<file path="src/sv/ipps_pkg.sv">
// Shared types and constants of the projection profile block.
package ipps_pkg;

    localparam int PIX_W      = 8;
    localparam int SUM_W      = 20;
    localparam int IDX_W      = 12;
    localparam int CFG_ADDR_W = 2;
    localparam int CFG_DATA_W = 13;

    localparam logic [CFG_ADDR_W-1:0] CFG_AXIS   = 2'd0;
    localparam logic [CFG_ADDR_W-1:0] CFG_WIDTH  = 2'd1;
    localparam logic [CFG_ADDR_W-1:0] CFG_HEIGHT = 2'd2;

    typedef struct packed {
        logic row_end;
        logic last_row;
        logic first_row;
    } t_pos_flags;

endpackage

</file>
<file path="src/sv/ipps_cfg.sv">
// Configuration registers with dimension clamping.
module ipps_cfg #(
    parameter int MAX_WIDTH  = 4096,
    parameter int MAX_HEIGHT = 4096,
    parameter int CW         = 12,
    parameter int RW         = 12
) (
    input  logic                              i_clk,
    input  logic                              i_rst_n,
    input  logic                              i_cfg_we,
    input  logic [ipps_pkg::CFG_ADDR_W-1:0]   i_cfg_index,
    input  logic [ipps_pkg::CFG_DATA_W-1:0]   i_cfg_data,
    output logic                              o_axis,
    output logic [CW-1:0]                     o_col_last,
    output logic [RW-1:0]                     o_row_last
);
    import ipps_pkg::*;

    localparam int W_RST = (640 > MAX_WIDTH) ? MAX_WIDTH : 640;
    localparam int H_RST = (480 > MAX_HEIGHT) ? MAX_HEIGHT : 480;

    logic          r_axis;
    logic [CW-1:0] r_col_last;
    logic [RW-1:0] r_row_last;
    logic [CW-1:0] n_col_last;
    logic [RW-1:0] n_row_last;

    // zero acts as one, oversize acts as the maximum
    always_comb begin
        if (i_cfg_data == '0) begin
            n_col_last = '0;
        end else if (32'(i_cfg_data) > 32'(MAX_WIDTH)) begin
            n_col_last = CW'(32'(MAX_WIDTH) - 32'd1);
        end else begin
            n_col_last = CW'(32'(i_cfg_data) - 32'd1);
        end
        if (i_cfg_data == '0) begin
            n_row_last = '0;
        end else if (32'(i_cfg_data) > 32'(MAX_HEIGHT)) begin
            n_row_last = RW'(32'(MAX_HEIGHT) - 32'd1);
        end else begin
            n_row_last = RW'(32'(i_cfg_data) - 32'd1);
        end
    end

    always_ff @(posedge i_clk) begin
        if (!i_rst_n) begin
            r_axis     <= 1'b0;
            r_col_last <= CW'(W_RST - 1);
            r_row_last <= RW'(H_RST - 1);
        end else if (i_cfg_we) begin
            case (i_cfg_index)
                CFG_AXIS:   r_axis     <= i_cfg_data[0];
                CFG_WIDTH:  r_col_last <= n_col_last;
                CFG_HEIGHT: r_row_last <= n_row_last;
                default:    ;
            endcase
        end
    end

    assign o_axis     = r_axis;
    assign o_col_last = r_col_last;
    assign o_row_last = r_row_last;

endmodule

</file>
<file path="config.mk">
export PLATFORM = sky130hd
export DESIGN_NAME = ipps_cfg
export DESIGN_NICKNAME = d
export VERILOG_FILES = /design/src/sv/ipps_pkg.sv /design/src/sv/ipps_cfg.sv
export SDC_FILE = /design/constraint.sdc
export NUM_CORES = 1
export LEC_CHECK = 0
export ABC_AREA = 1
export BUFFER_PORTS_ARGS = -buffer_cell sky130_fd_sc_hd__buf_2
export CORE_MARGIN = 5
export CORE_UTILIZATION = 35
export DETAILED_ROUTE_END_ITERATION = 7
export PLACE_DENSITY = 0.59
export SLEW_MARGIN = 20
export SYNTH_ARGS = -nofsm -noshare
export SYNTH_HDL_FRONTEND = slang
export SYNTH_SLANG_ARGS = --single-unit
</file>
<file path="constraint.sdc">
create_clock -name i_clk -period 2.5 [get_ports i_clk]
set_input_delay 0.5 -clock i_clk [delete_from_list [all_inputs] [get_ports i_clk]]
set_output_delay 0.5 -clock i_clk [all_outputs]
set_load 0.01 [all_outputs]
</file>
==> Yosys cells after proc, flatten, opt, wreduce, memory -nomap -nowiden <==
Cells that the tools add are included.
{ "word_totals": {"register_bits": 25, "input_bits": 18, "elab_cells": 14} }
{ "op_classes": {"n_addsub": 1, "order_cmp": 1, "n_eq_ne": 2, "n_mux": 2, "n_reduce_logical": 5} }
{ "ops": {"columns": ["op", "n"], "rows": [
  ["2-to-1 mux 12 bit", 2],
  ["greater-than comparator 13 bit (second input constant)", 1],
  ["zero test 13 bit", 1],
  ["subtractor 12 x 1 -> 12 bit (second input constant)", 1],
  ["AND reduction 2 bit", 3],
  ["== test 2 x 1 -> 1 bit (second input constant)", 1],
  ["== test 2 bit (second input constant)", 1],
  ["zero test 2 bit", 1]
]} }

==> Longest topological paths before layout <==
Gate-level depths: netlist of run 1.
{ "depth": {"ltp_word": 3, "ltp_mapped": 10, "depth_no_buf": 9} }

==> Worst setup path before layout of run 1 <==
No wires, ideal clock.
{ "synth_timing": {"path_kind": "input to register", "start": "input i_cfg_data[0] (netlist bit)", "end": "register r_col_last[2], in the netlist o_col_last[2]", "setup_time_ns": 0.115, "arrival_ns": 1.364, "setup_slack_ns": 1.022, "stages": 10, "path_buffers": 1, "cell_sequence": "inv_1 ha_1 nand2_1 nor2_1 nand2_2 nand2_2 buf_6 nand3b_1 nand3_1 nand2_1"} }
{ "synth_between": {"elab_chain_cells": 3, "word_cells_on_any_way": 5, "cone_classes": "add/sub: 1; order compare: 1; mux: 2; reduce/logical: 1"} }
{ "synth_lines": {"columns": ["item", "line_no", "source"], "rows": [
  ["from (decl)", "ipps_cfg.sv:12", "input logic [ipps_pkg::CFG_DATA_W-1:0] i_cfg_data,"],
  ["subtractor 12 x 1 -> 12 bit or greater-than comparator 13 bit (tied branches)", "ipps_cfg.sv:35, ipps_cfg.sv:32", null],
  ["2-to-1 mux 12 bit", "ipps_cfg.sv:32", "end else if (32'(i_cfg_data) > 32'(MAX_WIDTH)) begin"],
  ["2-to-1 mux 12 bit *", "ipps_cfg.sv:30", "if (i_cfg_data == '0) begin"],
  ["to (signal assigned)", "ipps_cfg.sv:49", "r_col_last <= CW'(W_RST - 1);"],
  ["to (signal assigned)", "ipps_cfg.sv:54", "CFG_WIDTH: r_col_last <= n_col_last;"],
  ["to (decl)", "ipps_cfg.sv:23", "logic [CW-1:0] r_col_last;"]
]} }
Every way passes the cells marked *; elsewhere a longest branch is shown, timed or not.
A chain may end at the register's enable or synchronous reset.

==> Worst setup path in the final report of run 1 <==
{ "layout_timing": {"start": "input i_cfg_data[0] (netlist bit)", "end": "register r_row_last[5], in the netlist o_row_last[5]"} }
{ "layout_between": {"elab_chain_cells": 3, "word_cells_on_any_way": 5, "cone_classes": "add/sub: 1; order compare: 1; mux: 2; reduce/logical: 1"} }
{ "layout_lines": {"columns": ["item", "line_no", "source"], "rows": [
  ["subtractor 12 x 1 -> 12 bit or greater-than comparator 13 bit (tied branches)", "ipps_cfg.sv:42, ipps_cfg.sv:39", null],
  ["2-to-1 mux 12 bit", "ipps_cfg.sv:39", "end else if (32'(i_cfg_data) > 32'(MAX_HEIGHT)) begin"],
  ["2-to-1 mux 12 bit *", "ipps_cfg.sv:37", "if (i_cfg_data == '0) begin"],
  ["to (signal assigned)", "ipps_cfg.sv:50", "r_row_last <= RW'(H_RST - 1);"],
  ["to (signal assigned)", "ipps_cfg.sv:55", "CFG_HEIGHT: r_row_last <= n_row_last;"],
  ["to (decl)", "ipps_cfg.sv:24", "logic [RW-1:0] r_row_last;"]
]} }
Marks and branches as above.

==> results of run 1 <==
power by group through the flow:
stage / clock network (mW) / registers [mW] / logic (mW)
6_report: 0.229 / 0.429 / 0.140
4_1_cts: 0.240 / 0.429 / 0.142
3_5_place_dp: 0 / 0.438 / 0.141
5_1_grt: 0.254 / 0.432 / 0.159
3_3_place_gp: 0 / 0.439 / 0.141
2_1_floorplan: 0 / 0.448 / 0.0732
worst min-delay path, stage by stage, from the launching register on:
cell     delay, ps
dfxtp_1        330
a21oi_1         60
nand2_1         50
final cells by class:
type	instances	area [µm²]
inverter	20	75.1
multi-input combinational	137	672
clock buffer	4	45.0
sequential	25	500
tap	48	60.1
timing repair buffer	44	225
fill	393	2030
placed cells by master (no fill, tap or decap), drive strengths merged:
master	instances
a21oi	24
a31oi	1
buf	44
clkbuf	4
clkinv	1
dfxtp	25
ha	2
inv	19
nand2	49
nand3	21
nand3b	2
nor2	16
nor3	4
nor4	1
o21ai	17
Yosys cell counts (all sizes together):
master	n	share of area, %
nand3	21	8.2
dfxtp	25	39
inv	19	5.6
ha	2	1.9
a31oi	1	0.49
buf	4	2.6
nor3	4	3.3
nand2	49	15
nor2	16	5.8
nor4	1	0.49
a21oi	24	9.3
o21ai	17	6.6
nand3b	2	1.2
clkbuf	1	0.29
clkinv	1	0.29
per-layer routing:
metal	global-route usage, %	vias up	share of wire (%)
li1	-	700	-
met1	17.8	566	47
met2	21.9	30	47
met3	4.12	2	5.2
met4	0.626	0	0.12
met5	0	-	0
stage by stage:
step | power [mW] | std cells | util [%]
finish | 0.798 | 278 | 43.8
global route | 0.844 | 278 | 43.8
global placement | 0.580 | 274 | 42.5
detailed placement | 0.580 | 274 | 42.5
CTS | 0.811 | 278 | 43.8
floorplan | 0.521 | 187 | -
registers in the layout, summed over array words and instances, names as in the netlist:
name and cells:
o_row_last 12, o_col_last 12, o_axis 1
how the worst max path moves through the flow:
stage,depth (start not counted),slack (ps),startpoint,end
5_1_grt,10,850,i_cfg_data[0],o_col_last[4]$_SDFFE_PN1P_
2_1_floorplan,10,1020,i_cfg_data[0],o_col_last[2]$_SDFFE_PN1P_
4_1_cts,10,980,i_cfg_data[0],o_row_last[5]$_SDFFE_PN0P_
3_5_place_dp,10,700,i_cfg_data[0],o_row_last[5]$_SDFFE_PN0P_
3_3_place_gp,10,700,i_cfg_data[0],o_row_last[5]$_SDFFE_PN0P_
6_report,10,1000,i_cfg_data[0],o_row_last[5]$_SDFFE_PN0P_
kinds of logic after synthesis:
group | Yosys count | share of synthesized area [%]
simple gates | 93 | 33.9
buf+inv | 25 | 8.76
compound gates | 42 | 16.5
flops | 25 | 38.9
fa+ha+maj | 2 | 1.95
==> impl_metrics.csv, run 1 <==
group,metric,value,unit
die,rows,22,
yosys,syn_inst,187,
route,drt_iter0_markers,50,
setup_path,cp_top_family,"simple AND/OR/NAND/NOR gates",
yosys,postSynthAreaPerCell,6.87,µm²
timing,skew,0,ps
route,detail-route-antenna-nets,0,
setup_path,r2r_slack,1850,ps
setup_path,r2r_cells,2,
setup_path,crit_fanout,12,
grt,grt_usage,13.2,%
timing,rsz0062_at_grt,"false",
power_and_ir_drop,seqPwrFrac,53.8,%
power_and_ir_drop,power.leakage,0.728,nW
timing,fin_crit_sh,60.0,%
route,drc,0,
die,die-area,4980,µm²
place,gp_congestion,0.862,
power_and_ir_drop,internal_power,585,µW
grt,overflow,0,
route,dr_total_vias,1298,
timing,drv_slew,0,
setup_path,critPathBufInv,2,
yosys,synth.distinct_cells,22,
cts,clk_latency,260,ps
route,drtPass1Iterations,4,
cts,htree_levels,1,
grt,antenna_found_initial,0,
timing,fmax,0.667,GHz
yosys,synth_warnings,0,
power_and_ir_drop,p_per_area,506,nW/µm²
run,maxCapViolCount,0,
cts,clock_sink_count,25,
setup_path,rr_startpoint,"o_col_last[5]$_SDFFE_PN1P_",
yosys,netlist_area,1280,µm²
setup_path,crit_chain,"buf_2 -> inv_1 -> ha_1 -> nand2_1 -> nor2_1 -> nand2_2 -> nand2_2 -> nand3_1 -> nand2_1 -> a21oi_1",
timing,setup_ws,1000,ps
power_and_ir_drop,swShare,26.7,%
timing,min_period,1500,ps
yosys,syn_nets,207,
cts,postCtsSetupRepairBufs,0,
run_status,status,"completed",
place,hpwl,2.64,mm
setup_path,timing.rr.end,"o_col_last[5]$_SDFFE_PN1P_",
setup_path,required,2650,ps
timing,worst_pin_slew,463,ps
die,fp.dieH,70.6,µm
die,io_pins,43,
route,routed_wl,3.29,mm
place,placed_area,1530,µm²
route,routedWlPerCell,11.8,µm
die,coreArea,3610,µm²
route,via_per_inst,4.67,
setup_path,cp_slowest_cell,"nand2_2",
cts,clkSlewWorstSetupHoldPaths,80,ps
min_path,min_path_cells,2,
yosys,yosys_register_bits,25,
timing,setup-violations-final,0,
yosys,ys_seq_area_share,38.9,%
grt,grt_max_degree,18,
power_and_ir_drop,clockPowerShare,28.7,%
cts,cts_resized,0,
finish,diodes,0,
grt,grt_pass1_wl,5.43,mm
setup_path,arrival,1650,ps
setup_path,endpoint_kind,"register",
finish,finalNetCount,251,
cts,cts_hold_buf,0,
finish,fin_area,1580,µm²
cts,clockBufferDepth,2,
cts,root_buffer,"clkbuf_8",
timing,tns,0,ps
setup_path,crit_type,"in2reg",
finish,layout-drive-gt1-share,25.2,%
min_path,hp-class,"reg2reg",
timing,slew_headroom,68.9,%
cts,cts_buffers,3,
setup_path,crit_path_start_kind,"input port",
die,die_w,70.6,µm
finish,synthToLayoutAreaGrowth,22.8,%
cts,cts_tree,"built",
place,dpl_worst_slack,702,ps
min_path,whs_endpoint,"o_col_last[3]$_SDFFE_PN1P_",
timing,holdWs,469,ps
power_and_ir_drop,p_switching,213,µW
grt,grt_pass1_vias,1193,
power_and_ir_drop,ir_worst_vdd,0.000405,V
power_and_ir_drop,combPwrFrac,17.6,%
setup_path,max_stage_delay,180,ps
timing,hold_viol,0,
die,start_util,35.6,%
min_path,min_from,"o_col_last[3]$_SDFFE_PN1P_",
place,port_buffers,42,
Note: power is estimated with default switching activity, not from simulation.
==> inputs of run 2 (changes only) <==
- PLACE_DENSITY: 0.59 -> 0.61
- clock period: 2.5 -> 1.3 ns (I/O delays scaled with it)
==> run 2 against run 1 <==
Against the previous run: utilization is 3.9 points higher; total power increased by 97%; wire length grew 1.2%; clock skew is the same; die area unchanged; hold slack got worse by 180 ps; largest power group unchanged; clock-buffer cell count did not move; cell count rose by 6.5%; sequential share of layout area is 2.6 points lower; non-clock buffer count rose by 18; largest cell class unchanged; clock power is 96% higher; first-iteration DRC count is the same.
==> impl_metrics.csv, run 2 (same netlist as run 1, synthesis figures left out) <==
group,metric,value,unit
finish,synthToLayoutAreaGrowth,33.7,%
route,detail-route-antenna-nets,0,
cts,clkSlewWorstSetupHoldPaths,80,ps
die,fp.dieH,70.6,µm
finish,stdcell_count,296,
power_and_ir_drop,ir_worst_vdd,0.000525,V
grt,grt_pass1_vias,1329,
finish,final_core_util,47.6,%
route,drtPass1Iterations,4,
grt,grt_busiest_layer,"met2",
grt,overflow,0,
setup_path,r2r_cells,2,
finish,diodes,0,
grt,met3_usage,3.69,%
timing,fin_crit_sh,87.8,%
cts,clock_sink_count,25,
place,dpl_worst_slack,-197,ps
route,drc,0,
setup_path,max_stage_delay,140,ps
grt,grt_usage,14.0,%
timing,min_period,1140,ps
finish,finalNetCount,269,
die,io_pins,43,
setup_path,crit_top_cell,"nand2_1",
setup_path,crit_chain,"buf_2 -> inv_1 -> ha_1 -> nand2_1 -> nor2_1 -> nand2_2 -> nand2_4 -> nand3_1 -> nand2_1 -> o21ai_0",
grt,grt_max_degree,18,
power_and_ir_drop,swShare,26.8,%
finish,layout-drive-gt1-share,30.6,%
setup_path,worstSetupStartpoint,"i_cfg_data[0]",
min_path,min_from,"i_rst_n",
die,die_w,70.6,µm
power_and_ir_drop,clockPowerShare,28.5,%
route,dr_total_vias,1375,
place,dp_cells,292,
setup_path,cp_slowest_cell,"ha_1",
setup_path,critPathBufInv,2,
die,rows,22,
route,routed_wl,3.33,mm
die,coreArea,3610,µm²
timing,slew_headroom,84.5,%
power_and_ir_drop,power.leakage,0.814,nW
setup_path,worst-path-stages,10,
timing,tns,0,ps
power_and_ir_drop,p_switching,421,µW
setup_path,arrival,1290,ps
grt,grtUsageMet2,24.6,%
setup_path,crit_fanout,12,
timing,fmax,0.877,GHz
place,hpwl,2.70,mm
timing,setup-violations-final,0,
min_path,hp-class,"in2reg",
die,start_util,35.6,%
power_and_ir_drop,internal_power,1.15,mW
power_and_ir_drop,combPwrFrac,19.2,%
route,via_per_inst,4.65,
cts,htree_levels,1,
timing,skew,0,ps
die,die-area,4980,µm²
finish,layout_common_cells,"46 x nand2_1, 42 x buf_2, 25 x dfxtp_1, 24 x a21oi_1, 21 x nand3_1",
timing,hold_viol,0,
min_path,min_path_cells,3,
place,gp_congestion,0.898,
cts,clockBufferDepth,2,
route,drt_iter0_markers,50,
run_status,status,"completed",
setup_path,cp_top_family,"simple AND/OR/NAND/NOR gates",
place,port_buffers,42,
timing,rsz0062_at_grt,"false",
timing,drv_slew,0,
cts,root_buffer,"clkbuf_8",
run,maxCapViolCount,0,
timing,setup_ws,159,ps
setup_path,endpoint_kind,"register",
setup_path,crit_type,"in2reg",
timing,holdWs,294,ps
cts,cts_buffers,3,
route,routedWlPerCell,11.2,µm
cts,cts_tree,"built",
finish,final_common_cell,"nand2_1",
grt,use_met1,17.1,%
setup_path,crit_path_start_kind,"input port",
power_and_ir_drop,seqPwrFrac,52.3,%
setup_path,rr_startpoint,"o_row_last[11]$_SDFFE_PN0P_",
cts,postCtsSetupRepairBufs,0,
setup_path,required,1450,ps
grt,grt_pass1_wl,5.77,mm
timing,worst_pin_slew,230,ps
grt,antenna_found_initial,0,
power_and_ir_drop,p_per_area,916,nW/µm²
cts,clk_latency,260,ps
[run 2: cell type report]
class                      instances  area [µm²]
tap                               48        60.1
sequential                        25         500
multi-input combinational        137         677
fill                             399        1890
timing repair buffer              62         360
inverter                          20        75.1
clock buffer                       4        45.0
[run 2: per-layer routing]
| layer | wire [µm] | up-vias |
|---|---|---|
| li1 | - | 732 |
| met5 | 0 | - |
| met2 | 1670 | 30 |
| met1 | 1450 | 609 |
| met3 | 168 | 4 |
| met4 | 39 | 0 |
[run 2: power groups by stage]
stage	Clock [mW]	Sequential (mW)	Combinational (mW)
floorplan	0	0.861	0.141
global placement	0	0.842	0.303
global route	0.501	0.829	0.345
detailed placement	0	0.842	0.305
finish	0.448	0.823	0.303
CTS	0.464	0.824	0.306
[run 2: path summary, 6_finish.rpt]
kind | end | slack, ps
setup / recovery | o_col_last[9]$_SDFFE_PN1P_ | 160
hold / removal | o_col_last[8]$_SDFFE_PN0P_ | 290
setup reg to reg | o_row_last[11]$_SDFFE_PN0P_ | 660
hold reg to reg | o_col_last[1]$_SDFFE_PN1P_ | 470
[run 2: what timing repair did]
| action | 4_1_cts | 5_1_grt |
|---|---|---|
| setup endpoints to repair | 0 | 12 |
| endpoints found under the hold margin | 0 | 0 |
| gates resized for setup | 0 | 1 |
| hold buffers | 0 | 0 |
[run 2: per-stage QoR]
step	instance area, µm²	total power [mW]
after floorplan	1280	1.00
after global routing	1720	1.67
after global placement	1670	1.15
after detailed placement	1670	1.15
final	1720	1.57
after CTS	1710	1.59
[run 2: worst register-to-register path, delay by kind of cell (launching register included)]
kind            cells  cell delay, ps
compound gates      2             220
flops               1             320
==> inputs of run 3 (changes only) <==
--- a/config.mk
+++ b/config.mk
@@ -10,4 +10,5 @@
 export CORE_MARGIN = 5
 export CORE_UTILIZATION = 35
+export CTS_BUF_LIST = sky130_fd_sc_hd__clkbuf_2 sky130_fd_sc_hd__clkbuf_4 sky130_fd_sc_hd__clkbuf_8
 export DETAILED_ROUTE_END_ITERATION = 7
 export PLACE_DENSITY = 0.61
==> constraint.sdc (replaced) <==
create_clock -name i_clk -period 1.3 [get_ports i_clk]
set_input_delay 0 -clock i_clk [delete_from_list [all_inputs] [get_ports i_clk]]
set_output_delay 0 -clock i_clk [all_outputs]
set_load 0.01 [all_outputs]
==> run 3 against run 2 <==
Against the previous run: first-iteration DRC count rose by 12%; clock power rose by 2%; global-route usage fell by 0.47 points; largest cell class unchanged; critical path type unchanged; flip-flop and latch count did not move.
==> impl_metrics.csv, run 3 (same netlist as run 1, synthesis figures left out) <==
group,metric,value,unit
run_status,status,"completed",
route,wl_met3,150,µm
setup_path,required,1460,ps
timing,fin_crit_sh,73.5,%
grt,overflow,0,
timing,slew_headroom,83.8,%
grt,grt_pass1_vias,1235,
grt,grt_max_degree,15,
die,fp.dieH,70.6,µm
die,die_w,70.6,µm
cts,htree_levels,1,
finish,register_area,500,µm²
finish,synthToLayoutAreaGrowth,26.2,%
cts,root_buffer,"clkbuf_8",
place,hpwl,2.61,mm
route,routedWlPerCell,11.8,µm
place,dpl_worst_slack,60.7,ps
setup_path,endpoint_kind,"register",
run,maxCapViolCount,0,
place,port_buffers,42,
route,drt_iter0_markers,56,
cts,cts_buffers,3,
cts,postCtsSetupRepairBufs,0,
die,start_util,35.6,%
finish,finalNetCount,255,
timing,fmax,1.05,GHz
timing,setup-violations-final,0,
place,dp_cells,278,
cts,clk_latency,270,ps
die,die-area,4980,µm²
finish,fin_area,1620,µm²
setup_path,crit_chain,"buf_2 -> inv_1 -> ha_1 -> nand2_1 -> nor2_1 -> nand2_2 -> nand2_2 -> nand3_1 -> nand2_1 -> a21oi_1",
route,routed_wl,3.32,mm
route,wl_met1,1.54,mm
timing,min_period,955,ps
timing,skew,0,ps
timing,hold_viol,0,
timing,setup_ws,345,ps
cts,cts_resized,0,
cts,clock_sink_count,25,
finish,final_common_cell,"nand2_1",
setup_path,max_stage_delay,180,ps
setup_path,crit_fanout,12,
grt,antenna_found_initial,0,
route,via_per_inst,4.73,
place,gp_congestion,0.932,
place,placed_area,1580,µm²
die,rows,22,
route,top_layer,"met4",
timing,drv_slew,0,
min_path,hp-class,"in2reg",
route,wl_met2,1.60,mm
die,coreArea,3610,µm²
finish,final_core_util,45.0,%
timing,worst_pin_slew,241,ps
finish,fill_cells,391,
route,drtPass1Iterations,4,
timing,rsz0062_at_grt,"false",
cts,clockBufferDepth,2,
cts,cts_hold_buf,0,
grt,grt_usage,13.5,%
power_and_ir_drop,ir_worst_vdd,0.000573,V
finish,diodes,0,
finish,multi_input_area,672,µm²
die,io_pins,43,
setup_path,crit_type,"in2reg",
finish,layout-drive-gt1-share,26.9,%
finish,stdcell_count,282,
route,drc,0,
power_and_ir_drop,power.leakage,0.756,nW
setup_path,arrival,1120,ps
power_and_ir_drop,p_per_area,962,nW/µm²
setup_path,cp_slowest_cell,"nand2_2",
timing,tns,0,ps
route,dr_total_vias,1335,
route,detail-route-antenna-nets,0,
cts,clkSlewWorstSetupHoldPaths,90,ps
setup_path,crit_path_start_kind,"input port",
finish,layout_common_cells,"46 x nand2_1, 42 x buf_2, 25 x dfxtp_1, 24 x a21oi_1, 21 x nand3_1",
cts,cts_tree,"built",
grt,grt_pass1_wl,5.49,mm
run 3: final timing paths:
kind,slack (ps),from,end,depth (start not counted)
hold / removal,50,i_rst_n,o_row_last[5]$_SDFFE_PN0P_,3
setup reg to reg,650,o_col_last[8]$_SDFFE_PN0P_,o_col_last[8]$_SDFFE_PN0P_,2
hold reg to reg,470,o_col_last[1]$_SDFFE_PN1P_,o_col_last[1]$_SDFFE_PN1P_,2
setup / recovery,340,i_cfg_data[0],o_col_last[8]$_SDFFE_PN0P_,10
run 3: routing by layer:
metal,vias up,GRT usage [%]
li1,709,-
met2,24,23.6
met1,598,16.3
met5,-,0
met3,4,3.69
met4,0,3.76
run 3: layout make-up:
cell class                      instances  share of cell area (%)
Clock buffer                            3                    2.55
Tap cell                               48                    3.70
Inverter                               20                    4.63
Timing Repair Buffer                   48                    16.5
Multi-Input combinational cell        137                    41.4
Sequential cell                        25                    30.9
Clock inverter                          1                   0.309
run 3: through the flow:
stage	total power, mW	hold slack [ps]
after CTS	1.58	34.9
after detailed placement	1.12	324
final	1.56	47.0
after global placement	1.12	321
after global routing	1.64	55.6
after floorplan	1.00	138
run 3: worst max-delay path, delay by kind of cell:
kind	cells	cell delay, ps
AND/OR/NAND/NOR	6	660
buffers and inverters	2	210
adder cells (fa/ha/maj)	1	160
AO/OA/AOI/OAI	1	80
run 3: power by group:
group / leakage [nW] / switching (mW) / internal, mW
logic: 0.525 / 0.169 / 0.107
clock network: 0.0255 / 0.245 / 0.214
registers: 0.205 / 0.0186 / 0.806
