File: src/sv/ipps_pkg.sv
// Shared types and constants of the projection profile block.
package ipps_pkg;

    localparam int PIX_W      = 8;
    localparam int SUM_W      = 20;
    localparam int IDX_W      = 12;
    localparam int CFG_ADDR_W = 2;
    localparam int CFG_DATA_W = 13;

    localparam logic [CFG_ADDR_W-1:0] CFG_AXIS   = 2'd0;
    localparam logic [CFG_ADDR_W-1:0] CFG_WIDTH  = 2'd1;
    localparam logic [CFG_ADDR_W-1:0] CFG_HEIGHT = 2'd2;

    typedef struct packed {
        logic row_end;
        logic last_row;
        logic first_row;
    } t_pos_flags;

endpackage

File: src/sv/ipps_pos.sv
// Raster position counters for the incoming pixel stream.
module ipps_pos #(
    parameter int CW = 12,
    parameter int RW = 12
) (
    input  logic                 i_clk,
    input  logic                 i_rst_n,
    input  logic                 i_restart,
    input  logic                 i_accept,
    input  logic [CW-1:0]        i_col_last,
    input  logic [RW-1:0]        i_row_last,
    output logic [CW-1:0]        o_col,
    output logic [RW-1:0]        o_row,
    output ipps_pkg::t_pos_flags o_flags
);
    import ipps_pkg::*;

    logic [CW-1:0] r_col;
    logic [RW-1:0] r_row;
    t_pos_flags    flags;

    always_comb begin
        flags.row_end   = (r_col == i_col_last);
        flags.last_row  = (r_row == i_row_last);
        flags.first_row = (r_row == '0);
    end

    always_ff @(posedge i_clk) begin
        if (!i_rst_n || i_restart) begin
            r_col <= '0;
            r_row <= '0;
        end else if (i_accept) begin
            if (flags.row_end) begin
                r_col <= '0;
                r_row <= flags.last_row ? '0 : r_row + RW'(1);
            end else begin
                r_col <= r_col + CW'(1);
            end
        end
    end

    assign o_col   = r_col;
    assign o_row   = r_row;
    assign o_flags = flags;

`ifndef SYNTH
    a_col_in_row: assert property (@(posedge i_clk) disable iff (!i_rst_n)
        r_col <= i_col_last) else $error("column position beyond row width");
    a_row_in_frame: assert property (@(posedge i_clk) disable iff (!i_rst_n)
        r_row <= i_row_last) else $error("row position beyond frame height");
    a_wrap: assert property (@(posedge i_clk) disable iff (!i_rst_n)
        (i_accept && flags.row_end) |=> (r_col == '0))
        else $error("column did not wrap at row end");
`endif

endmodule

File: config.mk
export PLATFORM = sky130hd
export DESIGN_NAME = ipps_pos
export DESIGN_NICKNAME = d
export VERILOG_FILES = /design/src/sv/ipps_pkg.sv /design/src/sv/ipps_pos.sv
export SDC_FILE = /design/constraint.sdc
export NUM_CORES = 1
export LEC_CHECK = 0
export ABC_AREA = 0
export BUFFER_PORTS_ARGS = -buffer_cell sky130_fd_sc_hd__buf_4
export CORE_ASPECT_RATIO = 1.5
export CORE_MARGIN = 10
export CORE_UTILIZATION = 30
export CTS_CLUSTER_SIZE = 12
export DETAILED_ROUTE_END_ITERATION = 12
export HOLD_SLACK_MARGIN = 0.1
export PLACE_DENSITY = 0.52
export RECOVER_POWER = 50
export SYNTH_ARGS = -nofsm -noshare
export SYNTH_HDL_FRONTEND = slang
export SYNTH_SLANG_ARGS = --single-unit
File: constraint.sdc
create_clock -name i_clk -period 1.82 [get_ports i_clk]
set_clock_uncertainty 0.1 [all_clocks]
set_input_delay 0.364 -clock i_clk [delete_from_list [all_inputs] [get_ports i_clk]]
set_output_delay 0.364 -clock i_clk [all_outputs]
set_load 0.01 [all_outputs]
After elaboration in Yosys (flattened, before gate mapping)
Cells that the tools add are included.

Multiply operators: 0. Reductions and logical operators: 4. Bitwise logic cells: 0. Div/mod/pow operators: 0. Equal/unequal tests: 2. Magnitude comparators: 0. $add $sub $neg: 2. Shift-type cells: 0. Multiplexer cells: 2.

Operators by type and width (number): $add A12 B1 Y12 const B (2); $eq A12 B12 Y1 (2); $mux W12 (2); $logic_not A12 Y1 (1); $reduce_and A2 Y1 (1); $logic_not A1 Y1 (1); $logic_or A1 B1 Y1 (1).

Register bits: 24. Latch bits: 0. Memory bits (read-only): 0. Input bits: 28. Memories: 0. RAM bits: 0.

Depth between registers and ports, before layout
Gate-level depths: netlist (run 1).

Depth after elaboration: 2. Depth in mapped cells: 7. Depth with buffers taken out: 6.

Worst setup path before layout (run 1)
Ideal clock, no wire load.

Kind: flip-flop to flip-flop. From: register r_col[9] (netlist: o_col[9]). To: register r_row[2] (netlist: o_row[2]). Data arrival time: 1733 ps. Stages on the path, launching flop included: 7. Slack: -141 ps. Library setup time: 128 ps. Cells stage by stage: dfxtp_1 xor2_1 nor4_2 or4b_4 buf_6 a32oi_1 o21ai_1.

Cells in the longest elaborated chain, start to end: 2.

Ends and longest elaborated chain: start: declaration (RTL line ipps_pos.sv:18) `logic [CW-1:0] r_col;`; start signal: assignment (RTL line ipps_pos.sv:37) `r_col <= r_col + CW'(1);`; $eq A12 B12 Y1 (RTL line ipps_pos.sv:23) `flags.row_end = (r_col == i_col_last);`; $reduce_and A2 Y1 (no line); end signal: assignment (RTL line ipps_pos.sv:35) `r_row <= flags.last_row ? '0 : r_row + RW'(1);`; end: declaration (RTL line ipps_pos.sv:19) `logic [RW-1:0] r_row;`.

Every way passes these cells. A chain may end at the register's enable or synchronous reset.

Worst setup path in the final report (run 1)
From: register r_col[2] (netlist: o_col[2]). To: register r_row[11] (netlist: o_row[11]).

Same word-level chain as after synthesis.

==> results.env, run 1 <==
CTS_BUFFER_DEPTH=2
MET1WIRELENGTH_MICRONS=2020
CRITICAL_PATH_REQUIRED_PS=1870
SYN_TO_FINAL_GROWTH_PCT=66.1
SYNTH_FP_NETS=209
CONGESTION_OVERFLOW_GR=0
FIN_CELLS=335
PLACE.GP.CONGESTION=0.745
MIN_DELAY_PATH_DEPTH=4
FILLERS=475
FIN_TNS_SETUP_PS=-2060
FINAL_MIN_PERIOD_OVER_CLOCK_PERIOD=1.09
WORST_IR_DROP_VDD_V=0.000369
REGAREA_SQ_UM=499
R2R_END='o_row[11]'
TIMING.SLEW.HEADROOM=0.784
POST-ROUTE-MIN-PERIOD_PS=1990
TIMING.FMAX_GHz=0.502
MOSTFREQUENTLAYOUTCELL='buf_4'
CP.ARRIVAL_PS=2040
FIRST_GLOBAL_VIAS=1596
SYNTH-EDFF-COUNT=0
SYNTHTOPCELLSBYAREA='dfxtp_1 32%, xnor2_1 13%, xor2_1 7.0%, a32oi_1 4.7%, nand4_1 3.7%'
FINALHOLDVIOLATIONS=0
DRIVE_GT1_FRAC=0.494
YS_ASYNC_SR_FRACTION=0
COUNT_OF_MAXIMUM_CAPACITANCE_VIOLATIONS=0
WL_MET3_MICRONS=280
CTS.CLK_SLEW.WORST_PATHS_PS=100
PLACE.DETAILED.HPWL_MICRONS=3860
PWR_PER_CELL_AREA_nW_PER_UM2=411
P_LEAK_nW=1.06
CRITICAL_PATH.CELL_CHAIN='xor2_2 > nor4_2 > or4b_4 > buf_6 > a22oi_2 > o41ai_2'
CP-START-KIND='flop'
HOLD_PATH_CLASS='input pin to flop'
MOSTFREQUENTLAYOUTCELLS='89 x buf_4, 20 x xnor2_1, 15 x nor2_1, 15 x dfxtp_1, 11 x xor2_1'
CRITPATHLAUNCH='o_col[2]'
YOSYS_WARNINGS=0
WORSTHOLDENDPOINT='o_col[0]'
IO_BUFFER_COUNT=54
GRTUSAGETOTAL=0.112
WORST_R2R_STARTPOINT='o_col[2]'
YOSYSTOPAREACELL='dfxtp_1'
DIE_HEIGHT_MICRONS=107
FLOORPLAN.INITIALDENSITY=0.310
TIMING.SETUP.CRITICAL_PATH_CLASS='flop to flop'
GRT_FIRST_PASS_WIRELENGTH_MICRONS=7690
SYNTH_CELL_TYPE_COUNT=37
REG2REGPATHDEPTH=6
NUMBER_OF_DRC_MARKERS_AFTER_THE_INITIAL_DETAILED_ROUTE_ITERATION=38
CORE_AREA_SQ_UM=4850
HOLD_PATH_STARTPOINT='i_accept'
SYNTH_CELLS=178
CRITPATHMAXSTAGEDELAY_PS=540
ROWS=31
MULTI_INPUT_AREA_SQ_UM=1060
PLACE_INST=322
DP_SLACK_PS=-292
VIAS=1577
SYNTH-SEQ-AREA-SHARE=0.319
SETUP_VIOLATIONS=27
R2R_SETUP_SLACK_PS=-170
CRIT_PATH_TOP_DELAY_CELL='or4b_4'
OUTCOME='finished with violations'
CLOCK-ROOT-BUFFER='clkbuf_8'
MET2ROUTEDLENGTH_MICRONS=2600
DPL-INSTANCE-AREA_SQ_UM=2220
POST-ROUTE-UTIL=0.516
TIMING.CRITICAL_PATH.TO_TYPE='flop'
POWER.TOTAL_mW=1.03
ROUTEDWLPERCELL_MICRONS=14.7
TRITONCTS.NUM_BUFFERS=3
POSTSYNTH.TOPFLOPCELL='dfxtp_1'
GRT_START_MAX_NET_PINS=14
VIAS_PER_CELL=4.71
DIE_AREA_SQ_UM=8310
ANTENNA_VIOLATING_NETS_POST_ROUTE=0
WIRE_LENGTH_AFTER_DETAILED_ROUTING_MICRONS=4920
FINAL-MAX-SLEW-VIOLATION-COUNT=0
FINAL_CRITICAL_PATH_SETUP_SLACK_PS=-170
SYNTH_AREA_SQ_UM=1510
REGISTER_BIT_TOTAL_FROM_SYNTHESIS=24
RSZ_0062_RAISED_AFTER_GLOBAL_ROUTING='true'
POSTLAYOUTCELLAREA_SQ_UM=2500
CTSHOLDBUFFERS=0
CTS_TREE='done'
DRT_PRE_ANTENNA_ITERS=3
TIGHTESTPINTRANSITION_PS=324
ANTENNA_CELLS=0
SYNTHDOMINANTCELLAREASHARE=0.319
AVERAGE_SIZE_OF_A_MAPPED_CELL_SQ_UM=8.46
CLOCK_SINKS=24
DIE_WIDTH_MICRONS=77.8
CLOCK_TREE.HTREE_LEVEL_COUNT=1
TOP_LAYER_USED='met4'
LAYOUT.NETS=301
CRIT_FANOUT=4
CLK-INSERTION-DELAY-LATE_PS=270
HOLD_SLACK_PS=391
ROUTE.DETAILED.DRC=0
IO-PIN-COUNT=55
VIOLATIONS='negative setup slack'
NUMBER_OF_ANTENNA_VIOLATIONS_AT_THE_FIRST_CHECK_IN_GLOBAL_ROUTING=0
## critical path, delay by kind of cell (launching register included)
kind	cells	cell delay, ps
flops	1	360
simple gates	2	840
compound gates	2	270
xor+xnor	1	140
buf+inv	1	160
## area by class of cell
type / instances / area share
Tap cell: 66 / 0.0330
Clock buffer: 4 / 0.0220
Inverter: 6 / 0.0110
Sequential cell: 24 / 0.200
Timing Repair Buffer: 101 / 0.309
Multi-Input combinational cell: 134 / 0.425
## synth_stat cells, types with 2 or more instances
cell type / count
clkbuf_1: 8
and3_1: 6
o31ai_1: 7
nand3_1: 10
xor2_1: 12
o22ai_1: 2
buf_2: 4
nand2_1: 8
dfxtp_1: 24
nor2b_1: 2
nor2_1: 15
nand4_1: 9
a32oi_1: 8
a22oi_1: 2
nor4_1: 2
nor3_1: 2
ha_1: 3
xnor2_1: 23
inv_1: 6
and2_1: 8
## what timing repair did
action	in CTS	in global routing
pin swaps	9	11
gates resized for setup	22	19
buffers inserted	4	5
setup endpoints to repair	27	27
## metal layers
layer,vias up,global-route usage
met5,-,0
met4,0,0.0236
met1,724,0.123
met3,2,0.0343
li1,812,-
met2,39,0.204
## where the power goes
part	internal, mW	switching, mW
sequential	0.522	0.00111
clock	0.193	0.182
combinational	0.0777	0.0517
total	0.793	0.235
## state kept, by name, indices dropped and copies added (netlist names)
signal	count
o_row	12
o_col	12
## cell families after synthesis
logic type               Yosys count  synth area share
AO/OA/AOI/OAI                     24             0.124
XOR/XNOR                          35             0.204
adder cells (fa/ha/maj)            3            0.0249
buffers and inverters             20            0.0607
flip-flops                        24             0.319
multiplexers                       1           0.00665
AND/OR/NAND/NOR                   71             0.261
## how the worst max path moves through the flow
stage / endpoint / slack [ps]
2_1_floorplan: o_row[3] / -90
3_3_place_gp: o_row[6] / -260
3_5_place_dp: o_row[6] / -290
4_1_cts: o_flags[0] / -120
5_1_grt: o_row[11] / -220
6_report: o_row[11] / -170
No activity file was read; power rests on OpenSTA's default activity.
==> run 2, diff against run 1 <==
CORE_UTILIZATION = 44   (was 30)
PLACE_DENSITY = 0.72   (was 0.52)
SLEW_MARGIN = 20   (was not set)
==> run 2 against run 1 <==
The run still ends with negative setup slack left. Register-to-register slack better by 30 ps. Core utilization is 22 points higher. Power is 2.5% lower. Non-clock buffer count is 10 lower. Largest power group unchanged.
==> results.env, run 2 (synthesized netlist as in run 1, its figures left out) <==
FLOORPLAN.INITIALDENSITY=0.449
SYN_TO_FINAL_GROWTH_PCT=63.0
MET1WIRELENGTH_MICRONS=2000
LAYOUT.NETS=292
IO_BUFFER_COUNT=54
FIN_CELLS=302
P_SW_mW=0.237
NUMBER_OF_ANTENNA_VIOLATIONS_AT_THE_FIRST_CHECK_IN_GLOBAL_ROUTING=0
CORE_AREA_SQ_UM=3350
POST-ROUTE-UTIL=0.732
DRT_PRE_ANTENNA_ITERS=4
CP_DELAY_BY_FAMILY_TOP='simple AND/OR/NAND/NOR gates'
TIMING.SETUP.CRITICAL_PATH_CLASS='flop to output port'
CRIT_FANOUT=3
PWR_PER_CELL_AREA_nW_PER_UM2=409
PATH_BUF_INV=2
FINAL_CRITICAL_PATH_SETUP_SLACK_PS=-154
POWER.SEQUENTIAL.FRACTION=0.523
POST-ROUTE-MIN-PERIOD_PS=1970
CTS_TREE='done'
DIE_HEIGHT_MICRONS=91.6
FINAL-MAX-SLEW-VIOLATION-COUNT=0
GRT_FIRST_PASS_WIRELENGTH_MICRONS=7660
CP.ARRIVAL_PS=1510
HOLD_PATH_CLASS='input pin to flop'
FINAL_MIN_PERIOD_OVER_CLOCK_PERIOD=1.08
INTERNAL_POWER_mW=0.765
WIRE_LENGTH_AFTER_DETAILED_ROUTING_MICRONS=5230
CTSHOLDBUFFERS=0
ANTENNA_VIOLATING_NETS_POST_ROUTE=0
SETUP_VIOLATIONS=27
CLOCK-ROOT-BUFFER='clkbuf_8'
IO-PIN-COUNT=55
CRITICAL_PATH_REQUIRED_PS=1360
DRIVE_GT1_FRAC=0.550
FINALHOLDVIOLATIONS=0
WL_MET3_MICRONS=344
TIMING.SLEW.HEADROOM=0.811
ANTENNA_CELLS=0
ROWS=26
CRITICAL_PATH.CELL_CHAIN='xor2_2 > nor4_4 > buf_4 > and2_4 > buf_6'
CLK-INSERTION-DELAY-LATE_PS=270
COUNT_OF_MAXIMUM_CAPACITANCE_VIOLATIONS=0
CP-START-KIND='flop'
OUTCOME='finished with violations'
TIMING.FMAX_GHz=0.507
VIAS_PER_CELL=5.35
DIE_AREA_SQ_UM=6210
HOLD_SLACK_PS=336
PLACE.GP.CONGESTION=0.843
GRT_START_MAX_NET_PINS=14
POWER.TOTAL_mW=1.00
WORST_IR_DROP_VDD_V=0.000376
TRITONCTS.NUM_BUFFERS=3
P_LEAK_nW=1.01
TOP_LAYER_USED='met4'
RSZ_0062_RAISED_AFTER_GLOBAL_ROUTING='true'
ROUTEDWLPERCELL_MICRONS=17.3
CRIT_PATH_TOP_DELAY_CELL='dfxtp_2'
DIE_WIDTH_MICRONS=67.8
PLACE.DETAILED.HPWL_MICRONS=3800
MOSTFREQUENTLAYOUTCELL='buf_4'
POWER_SWITCHING_SHARE=0.236
TIMING.CRITICAL_PATH.TO_TYPE='output port'
CLOCK_SINKS=24
ROUTE.DETAILED.DRC=0
CRITPATHMAXSTAGEDELAY_PS=350
MOSTFREQUENTLAYOUTCELLS='87 x buf_4, 16 x xnor2_1, 14 x dfxtp_1'
FIRST_GLOBAL_VIAS=1652
FILLERS=249
VIOLATIONS='negative setup slack'
TIGHTESTPINTRANSITION_PS=279
CLOCKPOWERSHARE=0.328
NUMBER_OF_DRC_MARKERS_AFTER_THE_INITIAL_DETAILED_ROUTE_ITERATION=49
GRTUSAGETOTAL=0.152
CLOCK_TREE.HTREE_LEVEL_COUNT=1
VIAS=1615
MET2ROUTEDLENGTH_MICRONS=2850
CTS.CLK_SLEW.WORST_PATHS_PS=90
CONGESTION_OVERFLOW_GR=0
POWER.COMBINATIONAL.FRACTION=0.149
CTS_BUFFER_DEPTH=2
PLACE_INST=294
-- run 2: cell types whose count changed in the layout (fill, tap and decap cells not counted), sizes merged --
cell | previous run | this run
buf | 97 | 91
clkbuf | 8 | 4
or4b | 1 | 2
-- run 2: routing by layer --
layer / vias to the layer above / GRT usage
met5: - / 0
met4: 0 / 0.0481
met3: 4 / 0.0390
met2: 54 / 0.279
met1: 762 / 0.159
li1: 795 / -
-- run 2: timing repair --
action	4_1_cts	5_1_grt
gates resized for setup	14	37
endpoints found under the hold margin	0	0
pin swaps	4	21
buffers inserted	2	0
setup endpoints to repair	26	27
cloned	0	2
-- run 2: final timing paths --
check                               from         end  slack, ps  cells past startpoint
worst max-delay path            o_col[1]  o_flags[2]       -150                      5
worst min-delay path            i_accept    o_col[0]        340                      3
worst max register to register  o_col[1]    o_row[9]       -140                      5
worst min register to register  o_row[1]    o_row[1]        450                      2
-- run 2: worst register-to-register path, delay by kind of cell (launching register included) --
kind | cells | cell delay [ps]
AO/OA/AOI/OAI | 2 | 330
XOR/XNOR | 1 | 180
flip-flops | 1 | 350
AND/OR/NAND/NOR | 2 | 880
-- run 2: layout make-up --
class | instances | area, sq um | share of cell area
timing repair buffer | 91 | 698 | 0.285
sequential | 24 | 498 | 0.203
inverter | 6 | 22.5 | 0.00918
tap | 42 | 52.6 | 0.0214
clock buffer | 4 | 45.0 | 0.0184
multi-input combinational | 135 | 1140 | 0.464
-- run 2: per-stage QoR --
| stage | cell area (sq um) | TNS, ps | setup WS [ps] |
|---|---|---|---|
| 6_report | 2450 | -2990 | -154 |
| 5_1_grt | 2450 | -4940 | -227 |
| 4_1_cts | 2270 | -2490 | -116 |
| 3_5_place_dp | 2160 | -5090 | -250 |
| 3_3_place_gp | 2160 | -4690 | -224 |
| 2_1_floorplan | 1520 | -1110 | -86.9 |
-- run 2: power groups by stage --
stage | sequential, mW | combinational (mW) | clock [mW]
final | 0.524 | 0.149 | 0.329
after global routing | 0.525 | 0.159 | 0.349
after global placement | 0.538 | 0.118 | 0
after detailed placement | 0.538 | 0.120 | 0
after floorplan | 0.540 | 0.0477 | 0
after CTS | 0.524 | 0.126 | 0.329
==> run 3, diff against run 2 <==
SETUP_SLACK_MARGIN = 0.1   (was not set)
==> run 3 against run 2 <==
Register-to-register slack worse by 50 ps. Critical endpoint unchanged. The run still ends with negative setup slack left. Cell count up 2.6%. Power up 2.6%. Worst setup slack worse by 35 ps. First-iteration DRC count down 8.2%. Largest cell class unchanged. Via count up 3.5%. Global-route usage up 0.81 points. Sequential power about the same. Clock power up 11%. Largest power group unchanged.
==> results.env, run 3 (synthesized netlist as in run 1, its figures left out) <==
OUTCOME='finished with violations'
VIOLATIONS='negative setup slack'
CTS.CLK_SLEW.WORST_PATHS_PS=90
GRT_START_MAX_NET_PINS=14
WORST_IR_DROP_VDD_V=0.000470
FIN_CELLS=310
WORST_R2R_STARTPOINT='o_col[9]'
TIGHTESTPINTRANSITION_PS=298
HOLD_PATH_CLASS='input pin to flop'
CLK-INSERTION-DELAY-LATE_PS=260
CTS_TREE='done'
NUMBER_OF_DRC_MARKERS_AFTER_THE_INITIAL_DETAILED_ROUTE_ITERATION=45
FLOORPLAN.INITIALDENSITY=0.449
IO_BUFFER_COUNT=54
PLACE_INST=296
FINAL-MAX-SLEW-VIOLATION-COUNT=0
CTSHOLDBUFFERS=0
CLOCK-ROOT-BUFFER='clkbuf_8'
DRIVE_GT1_FRAC=0.481
PLACE.DETAILED.HPWL_MICRONS=3760
MOSTFREQUENTLAYOUTCELLS='86 x buf_4, 19 x xnor2_1, 16 x dfxtp_1'
FINAL_CRITICAL_PATH_SETUP_SLACK_PS=-189
MOSTFREQUENTLAYOUTCELL='buf_4'
GRTUSAGETOTAL=0.161
TIMING.FMAX_GHz=0.498
CLOCK_TREE.HTREE_LEVEL_COUNT=1
FILLERS=279
CP.ARRIVAL_PS=1540
TRITONCTS.NUM_BUFFERS=3
NUMBER_OF_ANTENNA_VIOLATIONS_AT_THE_FIRST_CHECK_IN_GLOBAL_ROUTING=0
DPL-INSTANCE-AREA_SQ_UM=2170
VIAS_PER_CELL=5.39
PATH_BUF_INV=3
R2R_END='o_row[8]'
WIRE_LENGTH_AFTER_DETAILED_ROUTING_MICRONS=5060
CP-START-KIND='flop'
DIE_WIDTH_MICRONS=67.8
PLACE.GP.CONGESTION=0.848
CRITPATHLAUNCH='o_col[9]'
ROUTEDWLPERCELL_MICRONS=16.3
ANTENNA_CELLS=0
FINAL_MIN_PERIOD_OVER_CLOCK_PERIOD=1.10
TIMING.CRITICAL_PATH.TO='o_flags[2]'
TIMING.CRITICAL_PATH.TO_TYPE='output port'
GRT_FIRST_PASS_WIRELENGTH_MICRONS=8070
POST-ROUTE-MIN-PERIOD_PS=2010
COUNT_OF_MAXIMUM_CAPACITANCE_VIOLATIONS=0
CRIT_PATH_TOP_DELAY_CELL='dfxtp_2'
POWER.TOTAL_mW=1.03
FIN_TNS_SETUP_PS=-4070
CONGESTION_OVERFLOW_GR=0
CTS_BUFFER_DEPTH=2
CLOCK_SINKS=24
CP.DEPTH=6
DIE_HEIGHT_MICRONS=91.6
CP_DELAY_BY_FAMILY_TOP='simple AND/OR/NAND/NOR gates'
ANTENNA_VIOLATING_NETS_POST_ROUTE=0
DP_SLACK_PS=-323
CRITICAL_PATH_REQUIRED_PS=1360
FINALHOLDVIOLATIONS=0
TIMING.SLEW.HEADROOM=0.800
CRIT_FANOUT=2
REG2REGPATHDEPTH=6
ROUTE.DETAILED.DRC=0
FIRST_GLOBAL_VIAS=1710
CORE_AREA_SQ_UM=3350
DRT_PRE_ANTENNA_ITERS=4
DIE_AREA_SQ_UM=6210
CRITICAL_PATH.CELL_CHAIN='xor2_1 > nor4_2 > buf_4 > buf_6 > and2_4 > buf_6'
CP_COMMON_CELL='buf_6'
R2R_SETUP_SLACK_PS=-190
CRITPATHMAXSTAGEDELAY_PS=340
POSTLAYOUTCELLAREA_SQ_UM=2410
IO-PIN-COUNT=55
SYN_TO_FINAL_GROWTH_PCT=60.3
VIAS=1671
TIMING.SETUP.CRITICAL_PATH_CLASS='flop to output port'
PWR_PER_CELL_AREA_nW_PER_UM2=426
LAYOUT.NETS=300
SETUP_VIOLATIONS=26
P_LEAK_nW=1.01
ROWS=26
RSZ_0062_RAISED_AFTER_GLOBAL_ROUTING='true'
-- run 3: worst min-delay path, cell delays in order --
cell and delay, ps:
buf_4 80, buf_4 130, xnor2_1 80, nor2_2 90
-- run 3: final cells by class --
cell class              count  area (sq um)  area share
clock buffers               4          55.1      0.0228
inverters                   6          22.5     0.00933
multi-input cells         135          1040       0.432
flip-flops and latches     24           500       0.207
well taps                  42          52.6      0.0218
repair buffers             99           739       0.306
-- run 3: power breakdown --
part / total, mW / internal, mW / switching, mW
Combinational: 0.143 / 0.0857 / 0.0576
Sequential: 0.521 / 0.520 / 0.00133
Clock: 0.364 / 0.193 / 0.171
Total: 1.03 / 0.799 / 0.230
-- run 3: worst min-delay path by stage --
stage	from	to	slack [ps]	depth (start not counted)
finish	i_accept	o_col[0]	410	4
global route	i_accept	o_col[1]	430	4
CTS	i_accept	o_col[0]	400	4
detailed placement	o_row[0]	o_row[0]	450	2
global placement	o_row[1]	o_row[1]	440	2
floorplan	o_col[2]	o_col[2]	420	2
-- run 3: what timing repair did --
action,in CTS,in global routing
gates resized for setup,27,11
endpoints found under the setup margin,27,27
endpoints found under the hold margin,0,0
pin swaps,15,12
cloned,1,1
setup buffers,5,3
-- run 3: metrics by stage --
step	hold slack (ps)	util
6_report	411	0.720
5_1_grt	425	0.720
4_1_cts	402	0.708
3_5_place_dp	448	0.649
3_3_place_gp	443	0.649
2_1_floorplan	420	-
-- run 3: layer usage --
layer / GRT usage / wire [microns] / up-vias
met5: 0 / 0 / -
met4: 0.0584 / 125 / 0
met3: 0.0390 / 359 / 12
met2: 0.295 / 2690 / 62
met1: 0.165 / 1890 / 782
li1: - / - / 815
